===== src/sv/rrw_pkg.sv =====
// ----------------------------------------------------------------------------
// rrw_pkg
// Types, opcodes and helpers shared by the receive window modules.
// ----------------------------------------------------------------------------
`timescale 1ns / 1ps

package rrw_pkg;

  localparam int SEQ_W  = 16;
  localparam int LEN_W  = 9;
  localparam int TAG_W  = 32;
  localparam int OP_W   = 3;
  localparam int SLOT_W = LEN_W + TAG_W;
  localparam int WALK_MAX = 16;

  localparam logic [OP_W-1:0] OP_RECEIVE   = 3'd0;
  localparam logic [OP_W-1:0] OP_HEARTBEAT = 3'd1;
  localparam logic [OP_W-1:0] OP_TAKE_NEXT = 3'd2;
  localparam logic [OP_W-1:0] OP_ACKNACK   = 3'd3;
  localparam logic [OP_W-1:0] OP_CLEAR     = 3'd4;

  localparam logic [SEQ_W-1:0] MARK_RESET = 16'hFFFF;

  typedef struct packed {
    logic [OP_W-1:0]  opcode;
    logic [SEQ_W-1:0] seq_num;
    logic [SEQ_W-1:0] last_seq;
    logic [LEN_W-1:0] length;
    logic [TAG_W-1:0] payload_tag;
  } in_item_t;

  typedef struct packed {
    logic             in_order;
    logic             delivered;
    logic [TAG_W-1:0] out_tag;
    logic [LEN_W-1:0] out_length;
    logic [SEQ_W-1:0] first_unacked;
    logic [WALK_MAX-1:0] miss_mask;
    logic             busy_res;
  } out_item_t;

  typedef enum logic [2:0] {
    ST_IDLE,
    ST_MOD,
    ST_EXEC,
    ST_READ,
    ST_WALK,
    ST_DONE
  } state_t;

  // Serial-number order: a precedes b when b - a is nonzero and below half range.
  function automatic logic seq_before(input logic [SEQ_W-1:0] a,
                                      input logic [SEQ_W-1:0] b);
    logic [SEQ_W-1:0] d;
    d = b - a;
    return (d != '0) && !d[SEQ_W-1];
  endfunction

endpackage


===== src/sv/rrw_ram.sv =====
// ----------------------------------------------------------------------------
// rrw_ram
// Generic single-write, single-read RAM with registered read data.
// ----------------------------------------------------------------------------
`timescale 1ns / 1ps

module rrw_ram #(
  parameter int WIDTH = 41,
  parameter int DEPTH = 8
) (
  input  logic                     clk,
  input  logic                     we,
  input  logic [$clog2(DEPTH)-1:0] waddr,
  input  logic [WIDTH-1:0]         wdata,
  input  logic                     re,
  input  logic [$clog2(DEPTH)-1:0] raddr,
  output logic [WIDTH-1:0]         rdata
);

  logic [WIDTH-1:0] mem [DEPTH];
  logic [WIDTH-1:0] rdata_r;

  always_ff @(posedge clk) begin
    if (we) begin
      mem[waddr] <= wdata;
    end
    if (re) begin
      rdata_r <= mem[raddr];
    end
  end

  assign rdata = rdata_r;

endmodule


===== src/sv/rrw_mod_unit.sv =====
// ----------------------------------------------------------------------------
// rrw_mod_unit
// Remainder of a 16-bit sequence number by the history depth, by reciprocal
// multiplication: product first, then quotient back-off.
// ----------------------------------------------------------------------------
`timescale 1ns / 1ps

module rrw_mod_unit
  import rrw_pkg::*;
#(
  parameter int HISTORY = 8
) (
  input  logic                       clk,
  input  logic                       rst_n,
  input  logic                       start,
  input  logic [SEQ_W-1:0]           value,
  output logic                       done,
  output logic [$clog2(HISTORY)-1:0] rem
);

  localparam int IW = $clog2(HISTORY);
  localparam int KW = SEQ_W + IW;
  localparam int MW = SEQ_W + 1;
  localparam int PW = SEQ_W + MW;
  // Rounded-up reciprocal; with KW fraction bits the quotient is exact for
  // every 16-bit value.
  localparam logic [MW-1:0] RECIP = MW'((2 ** KW + HISTORY - 1) / HISTORY);

  logic [SEQ_W-1:0] x_r, x_nxt;
  logic [PW-1:0]    prod_r, prod_nxt;
  logic [IW-1:0]    rem_r, rem_nxt;
  logic             stage_r, stage_nxt;
  logic             done_r, done_nxt;
  logic [SEQ_W-1:0] quot;
  logic [SEQ_W-1:0] diff;

  always_comb begin
    x_nxt     = x_r;
    prod_nxt  = prod_r;
    rem_nxt   = rem_r;
    stage_nxt = 1'b0;
    done_nxt  = 1'b0;
    quot      = SEQ_W'(prod_r >> KW);
    diff      = x_r - quot * SEQ_W'(HISTORY);
    if (start) begin
      x_nxt     = value;
      prod_nxt  = PW'(value) * PW'(RECIP);
      stage_nxt = 1'b1;
    end else if (stage_r) begin
      rem_nxt  = diff[IW-1:0];
      done_nxt = 1'b1;
    end
  end

  always_ff @(posedge clk) begin
    if (!rst_n) begin
      stage_r <= 1'b0;
      done_r  <= 1'b0;
    end else begin
      stage_r <= stage_nxt;
      done_r  <= done_nxt;
    end
    x_r    <= x_nxt;
    prod_r <= prod_nxt;
    rem_r  <= rem_nxt;
  end

  assign done = done_r;
  assign rem  = rem_r;

endmodule


===== src/sv/reliable_receive_window.sv =====
// ----------------------------------------------------------------------------
// reliable_receive_window
// Receive side of a reliable stream: in-order handling, out-of-order slots,
// heartbeat, take-next and acknack bitmap over 16-bit wrapping numbers.
// ----------------------------------------------------------------------------
// Path: heartbeat, clear and unknown opcodes go from exec to done; receive, take
// next and acknack first wait in the mod state for the remainder; a take next that
// pops a slot adds the read state, and acknack walks up to 16 slots.
// Items are handled one at a time; the next item is accepted in the cycle after the
// result is loaded, and a result still waiting on out_ready holds the block.
// Reset sets both marks to 65535 and empties all slots; the slot RAM is not cleared.
`timescale 1ns / 1ps

module reliable_receive_window
  import rrw_pkg::*;
#(
  parameter int HISTORY    = 8,
  parameter int SLOT_BYTES = 504
) (
  input  logic      clk,
  input  logic      rst_n,
  input  logic      in_valid,
  output logic      in_ready,
  input  in_item_t  in_item,
  output logic      out_valid,
  input  logic      out_ready,
  output out_item_t out_item
);

  localparam int IW = $clog2(HISTORY);
  localparam int WCW = $clog2(WALK_MAX);

  state_t              state_r, state_nxt;
  in_item_t            item_r, item_nxt;
  out_item_t           res_r, res_nxt;
  out_item_t           out_r, out_nxt;
  logic                out_valid_r, out_valid_nxt;
  logic [SEQ_W-1:0]    hm_r, hm_nxt;
  logic [SEQ_W-1:0]    am_r, am_nxt;
  logic [HISTORY-1:0]  occ_r, occ_nxt;
  logic [IW-1:0]       widx_r, widx_nxt;
  logic [WCW-1:0]      wcnt_r, wcnt_nxt;
  logic [WCW:0]        wlim_r, wlim_nxt;

  logic                mod_start;
  logic [SEQ_W-1:0]    mod_value;
  logic                mod_done;
  logic [IW-1:0]       mod_rem;

  logic                ram_we;
  logic [SLOT_W-1:0]   ram_wdata;
  logic                ram_re;
  logic [SLOT_W-1:0]   ram_rdata;

  logic                in_fire;
  logic [SEQ_W-1:0]    next_seq;
  logic [SEQ_W-1:0]    top_seq;
  logic [SEQ_W-1:0]    am_step;
  logic [SEQ_W-1:0]    span;
  logic [SEQ_W-1:0]    walk_seq;
  logic [LEN_W-1:0]    sat_len;

  assign in_ready = (state_r == ST_IDLE);
  assign in_fire  = in_valid && in_ready;
  assign next_seq = hm_r + 1'b1;
  assign top_seq  = hm_r + SEQ_W'(HISTORY);
  assign span     = am_r - hm_r;
  assign walk_seq = next_seq + SEQ_W'(wcnt_r);
  assign sat_len  = ({7'd0, item_r.length} > SEQ_W'(SLOT_BYTES)) ?
                    LEN_W'(SLOT_BYTES) : item_r.length;

  assign mod_start = in_fire && (in_item.opcode == OP_RECEIVE ||
                                 in_item.opcode == OP_TAKE_NEXT ||
                                 in_item.opcode == OP_ACKNACK);
  assign mod_value = (in_item.opcode == OP_RECEIVE) ? in_item.seq_num : next_seq;

  rrw_mod_unit #(
    .HISTORY (HISTORY)
  ) u_mod (
    .clk   (clk),
    .rst_n (rst_n),
    .start (mod_start),
    .value (mod_value),
    .done  (mod_done),
    .rem   (mod_rem)
  );

  rrw_ram #(
    .WIDTH (SLOT_W),
    .DEPTH (HISTORY)
  ) u_slots (
    .clk   (clk),
    .we    (ram_we),
    .waddr (mod_rem),
    .wdata (ram_wdata),
    .re    (ram_re),
    .raddr (mod_rem),
    .rdata (ram_rdata)
  );

  always_comb begin
    state_nxt     = state_r;
    item_nxt      = item_r;
    res_nxt       = res_r;
    out_nxt       = out_r;
    out_valid_nxt = out_valid_r;
    hm_nxt        = hm_r;
    am_nxt        = am_r;
    occ_nxt       = occ_r;
    widx_nxt      = widx_r;
    wcnt_nxt      = wcnt_r;
    wlim_nxt      = wlim_r;
    ram_we        = 1'b0;
    ram_re        = 1'b0;
    ram_wdata     = {sat_len, item_r.payload_tag};
    am_step       = am_r;

    if (out_valid_r && out_ready) begin
      out_valid_nxt = 1'b0;
    end

    unique case (state_r)
      ST_IDLE: begin
        if (in_fire) begin
          item_nxt  = in_item;
          res_nxt   = '0;
          state_nxt = mod_start ? ST_MOD : ST_EXEC;
        end
      end
      ST_MOD: begin
        if (mod_done) begin
          state_nxt = ST_EXEC;
        end
      end
      ST_EXEC: begin
        state_nxt = ST_DONE;
        unique case (item_r.opcode)
          OP_RECEIVE: begin
            if (seq_before(hm_r, item_r.seq_num) && !seq_before(top_seq, item_r.seq_num)) begin
              if (item_r.seq_num == next_seq) begin
                hm_nxt          = next_seq;
                res_nxt.in_order = 1'b1;
                if (seq_before(am_r, next_seq)) begin
                  am_step = next_seq;
                end
              end else if (!occ_r[mod_rem] && item_r.length != '0) begin
                // A zero-length early message leaves the slot empty.
                ram_we           = 1'b1;
                occ_nxt[mod_rem] = 1'b1;
              end
            end
            am_nxt = seq_before(am_step, item_r.seq_num) ? item_r.seq_num : am_step;
          end
          OP_HEARTBEAT: begin
            if (seq_before(next_seq, item_r.seq_num)) begin
              hm_nxt = item_r.seq_num - 1'b1;
            end
            if (seq_before(am_r, item_r.last_seq)) begin
              am_nxt = item_r.last_seq;
            end
          end
          OP_TAKE_NEXT: begin
            if (occ_r[mod_rem]) begin
              ram_re           = 1'b1;
              occ_nxt[mod_rem] = 1'b0;
              hm_nxt           = next_seq;
              state_nxt        = ST_READ;
            end
          end
          OP_ACKNACK: begin
            res_nxt.first_unacked = next_seq;
            res_nxt.miss_mask     = {{(WALK_MAX-1){1'b0}}, (span != '0)};
            wlim_nxt = (span > SEQ_W'(WALK_MAX)) ? (WCW+1)'(WALK_MAX) : span[WCW:0];
            widx_nxt = mod_rem;
            wcnt_nxt = '0;
            if (span != '0) begin
              state_nxt = ST_WALK;
            end
          end
          OP_CLEAR: begin
            occ_nxt = '0;
            hm_nxt  = MARK_RESET;
            am_nxt  = MARK_RESET;
          end
          default: begin
          end
        endcase
      end
      ST_READ: begin
        res_nxt.delivered  = 1'b1;
        res_nxt.out_length = ram_rdata[SLOT_W-1:TAG_W];
        res_nxt.out_tag    = ram_rdata[TAG_W-1:0];
        state_nxt          = ST_DONE;
      end
      ST_WALK: begin
        if (!occ_r[widx_r]) begin
          res_nxt.miss_mask[wcnt_r] = 1'b1;
        end
        // The slot index restarts at zero when the sequence number itself wraps.
        widx_nxt = (widx_r == IW'(HISTORY - 1) || walk_seq == '1) ? '0 : widx_r + 1'b1;
        wcnt_nxt = wcnt_r + 1'b1;
        if ({1'b0, wcnt_r} + 1'b1 == wlim_r) begin
          state_nxt = ST_DONE;
        end
      end
      ST_DONE: begin
        if (!out_valid_r || out_ready) begin
          out_nxt          = res_r;
          out_nxt.busy_res = (am_r != hm_r);
          out_valid_nxt    = 1'b1;
          state_nxt        = ST_IDLE;
        end
      end
      default: begin
        state_nxt = ST_IDLE;
      end
    endcase
  end

  always_ff @(posedge clk) begin
    if (!rst_n) begin
      state_r     <= ST_IDLE;
      out_valid_r <= 1'b0;
      hm_r        <= MARK_RESET;
      am_r        <= MARK_RESET;
      occ_r       <= '0;
    end else begin
      state_r     <= state_nxt;
      out_valid_r <= out_valid_nxt;
      hm_r        <= hm_nxt;
      am_r        <= am_nxt;
      occ_r       <= occ_nxt;
    end
    item_r <= item_nxt;
    res_r  <= res_nxt;
    out_r  <= out_nxt;
    widx_r <= widx_nxt;
    wcnt_r <= wcnt_nxt;
    wlim_r <= wlim_nxt;
  end

  assign out_valid = out_valid_r;
  assign out_item  = out_r;

endmodule


===== config.mk =====
export PLATFORM = sky130hd
export DESIGN_NAME = reliable_receive_window
export DESIGN_NICKNAME = d
export VERILOG_FILES = /design/src/sv/rrw_pkg.sv /design/src/sv/rrw_ram.sv /design/src/sv/rrw_mod_unit.sv /design/src/sv/reliable_receive_window.sv
export SDC_FILE = /design/constraint.sdc
export NUM_CORES = 1
export LEC_CHECK = 0
export ABC_AREA = 1
export BUFFER_PORTS_ARGS = -buffer_cell sky130_fd_sc_hd__buf_2
export CORE_ASPECT_RATIO = 1.1
export CORE_MARGIN = 4
export CORE_UTILIZATION = 49
export CTS_CLUSTER_SIZE = 20
export DETAILED_ROUTE_END_ITERATION = 8
export HOLD_SLACK_MARGIN = 0.12
export MAX_ROUTING_LAYER = met4
export PLACE_DENSITY_LB_ADDON = 0.05
export SYNTH_ARGS = -nofsm -noshare
export SYNTH_HDL_FRONTEND = slang
export SYNTH_SLANG_ARGS = --single-unit

===== constraint.sdc =====
create_clock -name clk -period 6.2 [get_ports clk]
set_input_delay 0.31 -clock clk [delete_from_list [all_inputs] [get_ports clk]]
set_output_delay 0.31 -clock clk [all_outputs]
set_load 0.02 [all_outputs]

# ---- Yosys cells after proc, flatten, opt, wreduce, memory -nomap -nowiden
# Memories as Yosys holds them, arrays and structs flattened. A register that Yosys moved wholly into a read port is not among the register bits.
# Index checks and enable logic that the tools add are counted.
dict set report word_totals {
  ff_bits 291
  memories 1
  ram_bits 328
}
dict set report classes {
  order_cmp 7
  eq_ne 32
  bitwise_logic 6
  add_sub_neg 15
  muxes 67
  reduce_logical 58
}
# memory depth width rd rd_clocked_by_memory_dff wr line_no
set memory_table {}
lappend memory_table {u_slots.mem 8 41 1 1 1 rrw_ram.sv:20} ;# logic [WIDTH-1:0] mem [DEPTH];
# cell n
set ops {}
lappend ops {{16-bit 2-to-1 mux} 12}
lappend ops {{16-bit nonzero test} 7}
lappend ops {{16-bit subtractor} 7}
lappend ops {{16-bit case mux with 3 select lines} 2}
lappend ops {{42-bit case mux with 2 select lines} 1}
lappend ops {{76-bit 2-to-1 mux} 1}
lappend ops {{16-bit case mux with 4 select lines} 1}
lappend ops {{32-bit 2-to-1 mux} 1}
lappend ops {{8-bit 2-to-1 mux} 4}
lappend ops {{16-bit case mux with 2 select lines} 1}
lappend ops {{3-bit 2-to-1 mux} 8}
lappend ops {{2-bit != test (second input constant)} 12}
lappend ops {{8-bit case mux with 3 select lines} 1}
lappend ops {{1-bit 2-to-1 mux} 23}
lappend ops {{3-bit by 2-bit == test with 1-bit output (second input constant)} 6}
lappend ops {{3-bit case mux with 6 select lines} 1}
lappend ops {{16-bit by 1-bit adder with 16-bit output (second input constant)} 1}
lappend ops {{16-bit by 4-bit adder with 16-bit output} 1}
lappend ops {{16-bit by 4-bit adder with 16-bit output (second input constant)} 1}
lappend ops {{16-bit == test} 1}
lappend ops {{16-bit == test (second input constant)} 1}
lappend ops {{16-bit by 5-bit > comparator with 1-bit output (second input constant)} 1}
lappend ops {{16-bit != test} 1}
lappend ops {{16-bit bitwise OR} 1}
lappend ops {{other kinds (41)} 89}

# ---- Longest topological paths before layout
dict set report logic_depth {
  depth_word 14
  mapped_depth 48
}

# ---- By module
# A second synthesis with hierarchy kept.
dict set report hier_totals {
  cells_unflattened 3777
  hier_area_um2 34287.9
}
# mod area_each_um2 n_inst cells_per_inst seq_area_each_um2
set modules_own_cells {}
lappend modules_own_cells {reliable_receive_window 18446.4 1 2286 8057.7}
lappend modules_own_cells {rrw_ram 15592.5 1 1476 11080.6}
lappend modules_own_cells {rrw_mod_unit 249.0 1 15 220.2}

# ---- Worst setup path after synthesis
# No wires, ideal clock.
dict set report synth_timing {
  path_kind {register to register}
  startpoint {reg state_r[2]}
  endpoint {reg res_r[33] (netlist name), enable pin}
  t_arrival_ps 5799
  path_stages_with_launch 8
  path_slack_ps 0
  setup_time_ps 400
  path_buffers 0
  path_cell_list {dfxtp_1 nor2_1 inv_1 nor2_1 inv_1 nor2_1 inv_1 nand2_1}
}
dict set report synth_via {
  elab_chain_cells 4
  elab_cells_between_ends 6
}
# element line_no
set synth_lines {}
lappend synth_lines {{from (decl)} reliable_receive_window.sv:33} ;# state_t state_r, state_nxt;
lappend synth_lines {{from (signal assigned)} reliable_receive_window.sv:228} ;# state_r <= state_nxt;
lappend synth_lines {{3-bit zero test (*)} reliable_receive_window.sv:63} ;# assign in_ready = (state_r == ST_IDLE);
lappend synth_lines {{named net in_ready} reliable_receive_window.sv:23} ;# output logic in_ready,
lappend synth_lines {{1-bit logical AND} reliable_receive_window.sv:64} ;# assign in_fire = in_valid && in_ready;
lappend synth_lines {{2-bit by 1-bit != test with 1-bit output (no line)} -}
lappend synth_lines {{2-bit AND reduction (no line) (*)} -}
lappend synth_lines {{to (signal assigned)} reliable_receive_window.sv:235} ;# res_r <= res_nxt;
lappend synth_lines {{to (decl)} reliable_receive_window.sv:35} ;# out_item_t res_r, res_nxt;
# Mark *: on every way through the listed nets, which the timed path passes. The rest lies on a longest branch.
# A chain may end at the register's enable or synchronous reset.

# ---- Worst setup path in the final report
dict set report layout_timing {
  startpoint {reg hm_r[1]}
  endpoint {reg am_r[4]}
}
dict set report layout_via {
  elab_chain_cells 14
  elab_cells_between_ends 28
}
# element line_no
set layout_lines {}
lappend layout_lines {{from (decl)} reliable_receive_window.sv:38} ;# logic [SEQ_W-1:0] hm_r, hm_nxt;
lappend layout_lines {{from (signal assigned)} reliable_receive_window.sv:230} ;# hm_r <= hm_nxt;
lappend layout_lines {{16-bit by 1-bit adder with 16-bit output (*)} reliable_receive_window.sv:65} ;# assign next_seq = hm_r + 1'b1;
lappend layout_lines {{named net next_seq[5]} reliable_receive_window.sv:56} ;# logic [SEQ_W-1:0] next_seq;
lappend layout_lines {{16-bit subtractor} rrw_pkg.sv:55} ;# d = b - a;
lappend layout_lines {{16-bit nonzero test / 1-bit zero test (equally long branches)} rrw_pkg.sv:56} ;# return (d != '0) && !d[SEQ_W-1];
lappend layout_lines {{1-bit logical AND} rrw_pkg.sv:56}
lappend layout_lines {{16-bit 2-to-1 mux} reliable_receive_window.sv:143} ;# if (seq_before(am_r, next_seq)) begin
lappend layout_lines {{16-bit 2-to-1 mux (*)} reliable_receive_window.sv:140} ;# if (item_r.seq_num == next_seq) begin
lappend layout_lines {{16-bit 2-to-1 mux (*)} reliable_receive_window.sv:139} ;# if (seq_before(hm_r, item_r.seq_num) && !seq_before(top_seq, item_r.seq_num)) begin
lappend layout_lines {{16-bit 2-to-1 mux (*)} reliable_receive_window.sv:137} ;# unique case (item_r.opcode)
lappend layout_lines {{16-bit 2-to-1 mux (*)} reliable_receive_window.sv:122} ;# unique case (state_r)
lappend layout_lines {{16-bit subtractor} rrw_pkg.sv:55}
lappend layout_lines {{16-bit nonzero test / 1-bit zero test (equally long branches)} rrw_pkg.sv:56}
lappend layout_lines {{1-bit logical AND} rrw_pkg.sv:56}
lappend layout_lines {{16-bit 2-to-1 mux (*)} reliable_receive_window.sv:152} ;# am_nxt = seq_before(am_step, item_r.seq_num) ? item_r.seq_num : am_step;
lappend layout_lines {{16-bit case mux with 3 select lines (*)} reliable_receive_window.sv:137}
lappend layout_lines {{to (signal assigned)} reliable_receive_window.sv:231} ;# am_r <= am_nxt;
lappend layout_lines {{to (decl)} reliable_receive_window.sv:39} ;# logic [SEQ_W-1:0] am_r, am_nxt;
# Mark *: on every way through the listed nets, which the timed path passes. The rest lies on a longest branch. The select of a mux whose other input is x is not followed.

==> flow_summary.yaml <==
status:
  status: "finished clean"
die:
  core_area_um2: 62820
  io_pins: 158
  die-area_um2: 68010
  rows: 96
  die_h_um: 273.1
  start_util_pct: 49.84
  die_width_um: 249.0
routing:
  drc: 0
  vias: 23260
  wl_met2_um: 46910
  postRouteAntennaNets: 0
  dr.first_iter.drc_count: 1926
  routed_wl_um: 94330
  wl_per_cell_um: 22.61
  via_per_inst: 5.575
  routed.top_layer: "met4"
  drt-met1-wl_um: 37110
  firstDrtPassIters: 6
  met3_length_um: 5148
cells_and_area:
  finalNetCount: 3503
  seq_area_um2: 19360
  fin_util_pct: 59.50
  drive_gt1_share_pct: 15.20
  n_fill_cell: 5287
  fin_area_um2: 37380
  multi_input_area_um2: 10520
  area_delta_synth_final_pct: 19.37
worst_setup_path:
  cp.buffers_inverters: 3
  cp.required_ps: 6700
  worst-endpoint-arrival_ps: 6250
  crit_top_cell: "nand2_1"
  crit_path_end_kind: "flip-flop"
  max_stage_delay_ps: 410
  startpoint_type: "flip-flop"
  crit_type: "flip-flop to flip-flop"
  critical-path-slowest-cell: "ha_1"
  cp_max_fo: 7
  cpLargestDelayFamily: "simple AND/OR/NAND/NOR gates"
global_routing:
  grt_max_degree: 52
  gr-usage-all-layers_pct: 27.96
  antenna_found_initial: 2
  grt_pass1_vias: 22880
  grt_pass1_wl_um: 140300
  gr-total-overflow: 0
pwr:
  power.density_nw_per_um2: 493.8
  p_total_mw: 18.46
  p_leak_nw: 15.42
  ir_drop_mv: 0.3751
synth:
  synth.largest_area_cell: "edfxtp_1"
  synth-edff-count: 614
  ys_seq_area_share_pct: 61.83
  async_flop_share_pct: 0
  syn_area_per_cell_um2: 10.79
  yosysTopAreaCellShare_pct: 58.89
  synthCells: 2901
  synth_fp_nets: 3119
  yosysUniqueCellTypes: 59
  synth_flop_cell: "edfxtp_1"
  yosysWarnings: 0
  synth_area_leaders: "edfxtp_1, nand2_1, ha_1"
  netlist_area_um2: 31310
  ys_ff_latch: 660
timing:
  finalHoldViolations: 0
  slew_viol_final: 0
  period_share_pct: 92.86
  slew_headroom_pct: 13.46
  timing.final.crit_period_ps: 5758
  clock_skew_ps: 26.64
  setup_viol: 0
  fmax_mhz: 173.7
  worst_slew_pin_slew_ps: 1291
clock_tree:
  clockRootBuffer: "clkbuf_16"
  cts_buffer_depth: 3
  cts_tree: "built"
  htreeDepth: 3
  clk_pin_slew_ps: 60
  cts_buffers: 68
  cts_sinks: 660
  clkLatencyLatePin_ps: 620
placement:
  gp_congestion: 1.074
  io_buffers: 157
  dpl.hpwl_um: 65350
  dpl_cell_area_um2: 34040
hold_path:
  min_path_type: "input pin to flip-flop"
flow_run:
  maxCapViolations: 0
[cells in the mapped netlist (all sizes together), types with 5 or more instances]
cell    instances
a211oi          5
a21o           10
a21oi         154
a221oi         39
a22o           31
a22oi          51
a31oi           8
and2            5
buf            22
clkbuf         51
clkinv          5
dfxtp          46
edfxtp        614
fa             10
ha            128
inv           382
nand2         600
nand3         147
nand3b         13
nand4          84
nor2          231
nor3           33
nor4            7
o211ai         11
o21a            9
o21ai          90
o21bai          7
o22ai           5
o31ai           9
or2             5
xnor2          19
xor2           53
[per-layer routing]
metal,GRT usage (%),vias up
li1,-,10930
met1,33.24,11240
met2,47.58,817
met3,3.540,263
met4,13.71,0
met5,-,-
[layout by cell type (no fill, tap or decap), types with 10 or more instances in the layout]
master         synthesis  routed
nor2_4                 3      16
clkbuf_16              0      70
nand3_1              137     135
a21o_1                10      10
o211ai_1              11      11
buf_4                  3     143
dlygate4sd3_1          0      78
inv_1                374     373
dfxtp_1               46      45
edfxtp_1             614     614
o21ai_1               17      17
buf_2                 10     157
clkinv_2               1      10
xor2_1                52      48
ha_1                 128     120
a221oi_1              39      39
a22o_1                31      31
nor3_1                31      28
nand3_2                7      10
nand3b_1              13      13
a22oi_1               51      51
nand4_1               83      83
o21ai_0               72      68
nand2_1              584     579
clkinv_1               4      20
xnor2_1               19      19
a21oi_1              154     151
nor2_1               228     211
nand2_2               13      18
[state kept, by name, summed over array words and instances (netlist names)]
register / flops
state_r: 3
res_r: 75
wlim_r: 5
hm_r: 16
u_mod.done: 1
wcnt_r: 4
out_valid: 1
u_slots.mem: 328
out_item: 76
u_mod.prod_r: 3
widx_r: 3
am_r: 16
u_slots.rdata: 41
occ_r: 8
u_mod.stage_r: 1
u_mod.rem: 3
item_r: 76
[final timing paths]
path / from / to / slack, ps / cells past startpoint
setup / recovery: hm_r[1]$_SDFFE_PN1P_ / am_r[4]$_SDFFE_PN1P_ / 440 / 37
hold / removal: in_valid / state_r[2]$_SDFFE_PN0P_ / 240 / 5
hold reg to reg: res_r[53]$_SDFFCE_PN0P_ / out_item[53]$_DFFE_PP_ / 410 / 0
setup reg to reg: hm_r[1]$_SDFFE_PN1P_ / am_r[4]$_SDFFE_PN1P_ / 440 / 37
[power breakdown]
part / internal [mW] / switching (mW) / total, mW
sequential: 5.70 / 0.426 / 6.13
clock: 2.26 / 1.76 / 4.02
combinational: 2.94 / 5.36 / 8.30
[what timing repair did]
action / CTS / global route
hold buffers: 78 / 0
buffers inserted: 0 / 7
gates resized for setup: 0 / 56
hold endpoints to repair: 88 / 0
endpoints found under the setup margin: 0 / 16
[final cells by class]
class	instances	share of cell area, %
Sequential cell	660	51.80
Inverter	387	3.890
Timing Repair Buffer	386	7.482
Multi-Input combinational cell	1782	28.14
Clock buffer	76	4.633
Clock inverter	45	1.255
Antenna cell	2	0.01339
Tap cell	833	2.789
[cell families (layout without fill, tap and decap cells)]
group | after synthesis | count (layout) | share of synthesized area, %
other | 0 | 2 | 0
DFF | 660 | 660 | 61.83
AOI/OAI and AO/OA | 444 | 444 | 9.003
and+or+nand+nor | 1127 | 1128 | 15.74
xor gates and xnor gates | 72 | 72 | 2.038
buffers and inverters | 460 | 894 | 5.631
adders and majority gates | 138 | 138 | 5.754
[worst register-to-register path: cells and delay by family, from the launching register on]
kind            cells  cell delay (ps)
simple gates       28             3390
compound gates      3              630
flops               1              330
buf+inv             3              380
fa+ha+maj           2              740
xor+xnor            1              170
[metrics by stage]
stage | std cells | worst slack, ps | setup TNS (ps) | hold WS (ps)
floorplan | 2901 | 0.2522 | 0 | 400.3
global placement | 3960 | 347.9 | 0 | 402.1
detailed placement | 3960 | 262.3 | 0 | 404.5
CTS | 4159 | 234.8 | 0 | 194.2
global route | 4171 | -8.147 | -8.147 | 252.9
finish | 4171 | 442.5 | 0 | 241.5
No activity file was read; power rests on OpenSTA's default activity.
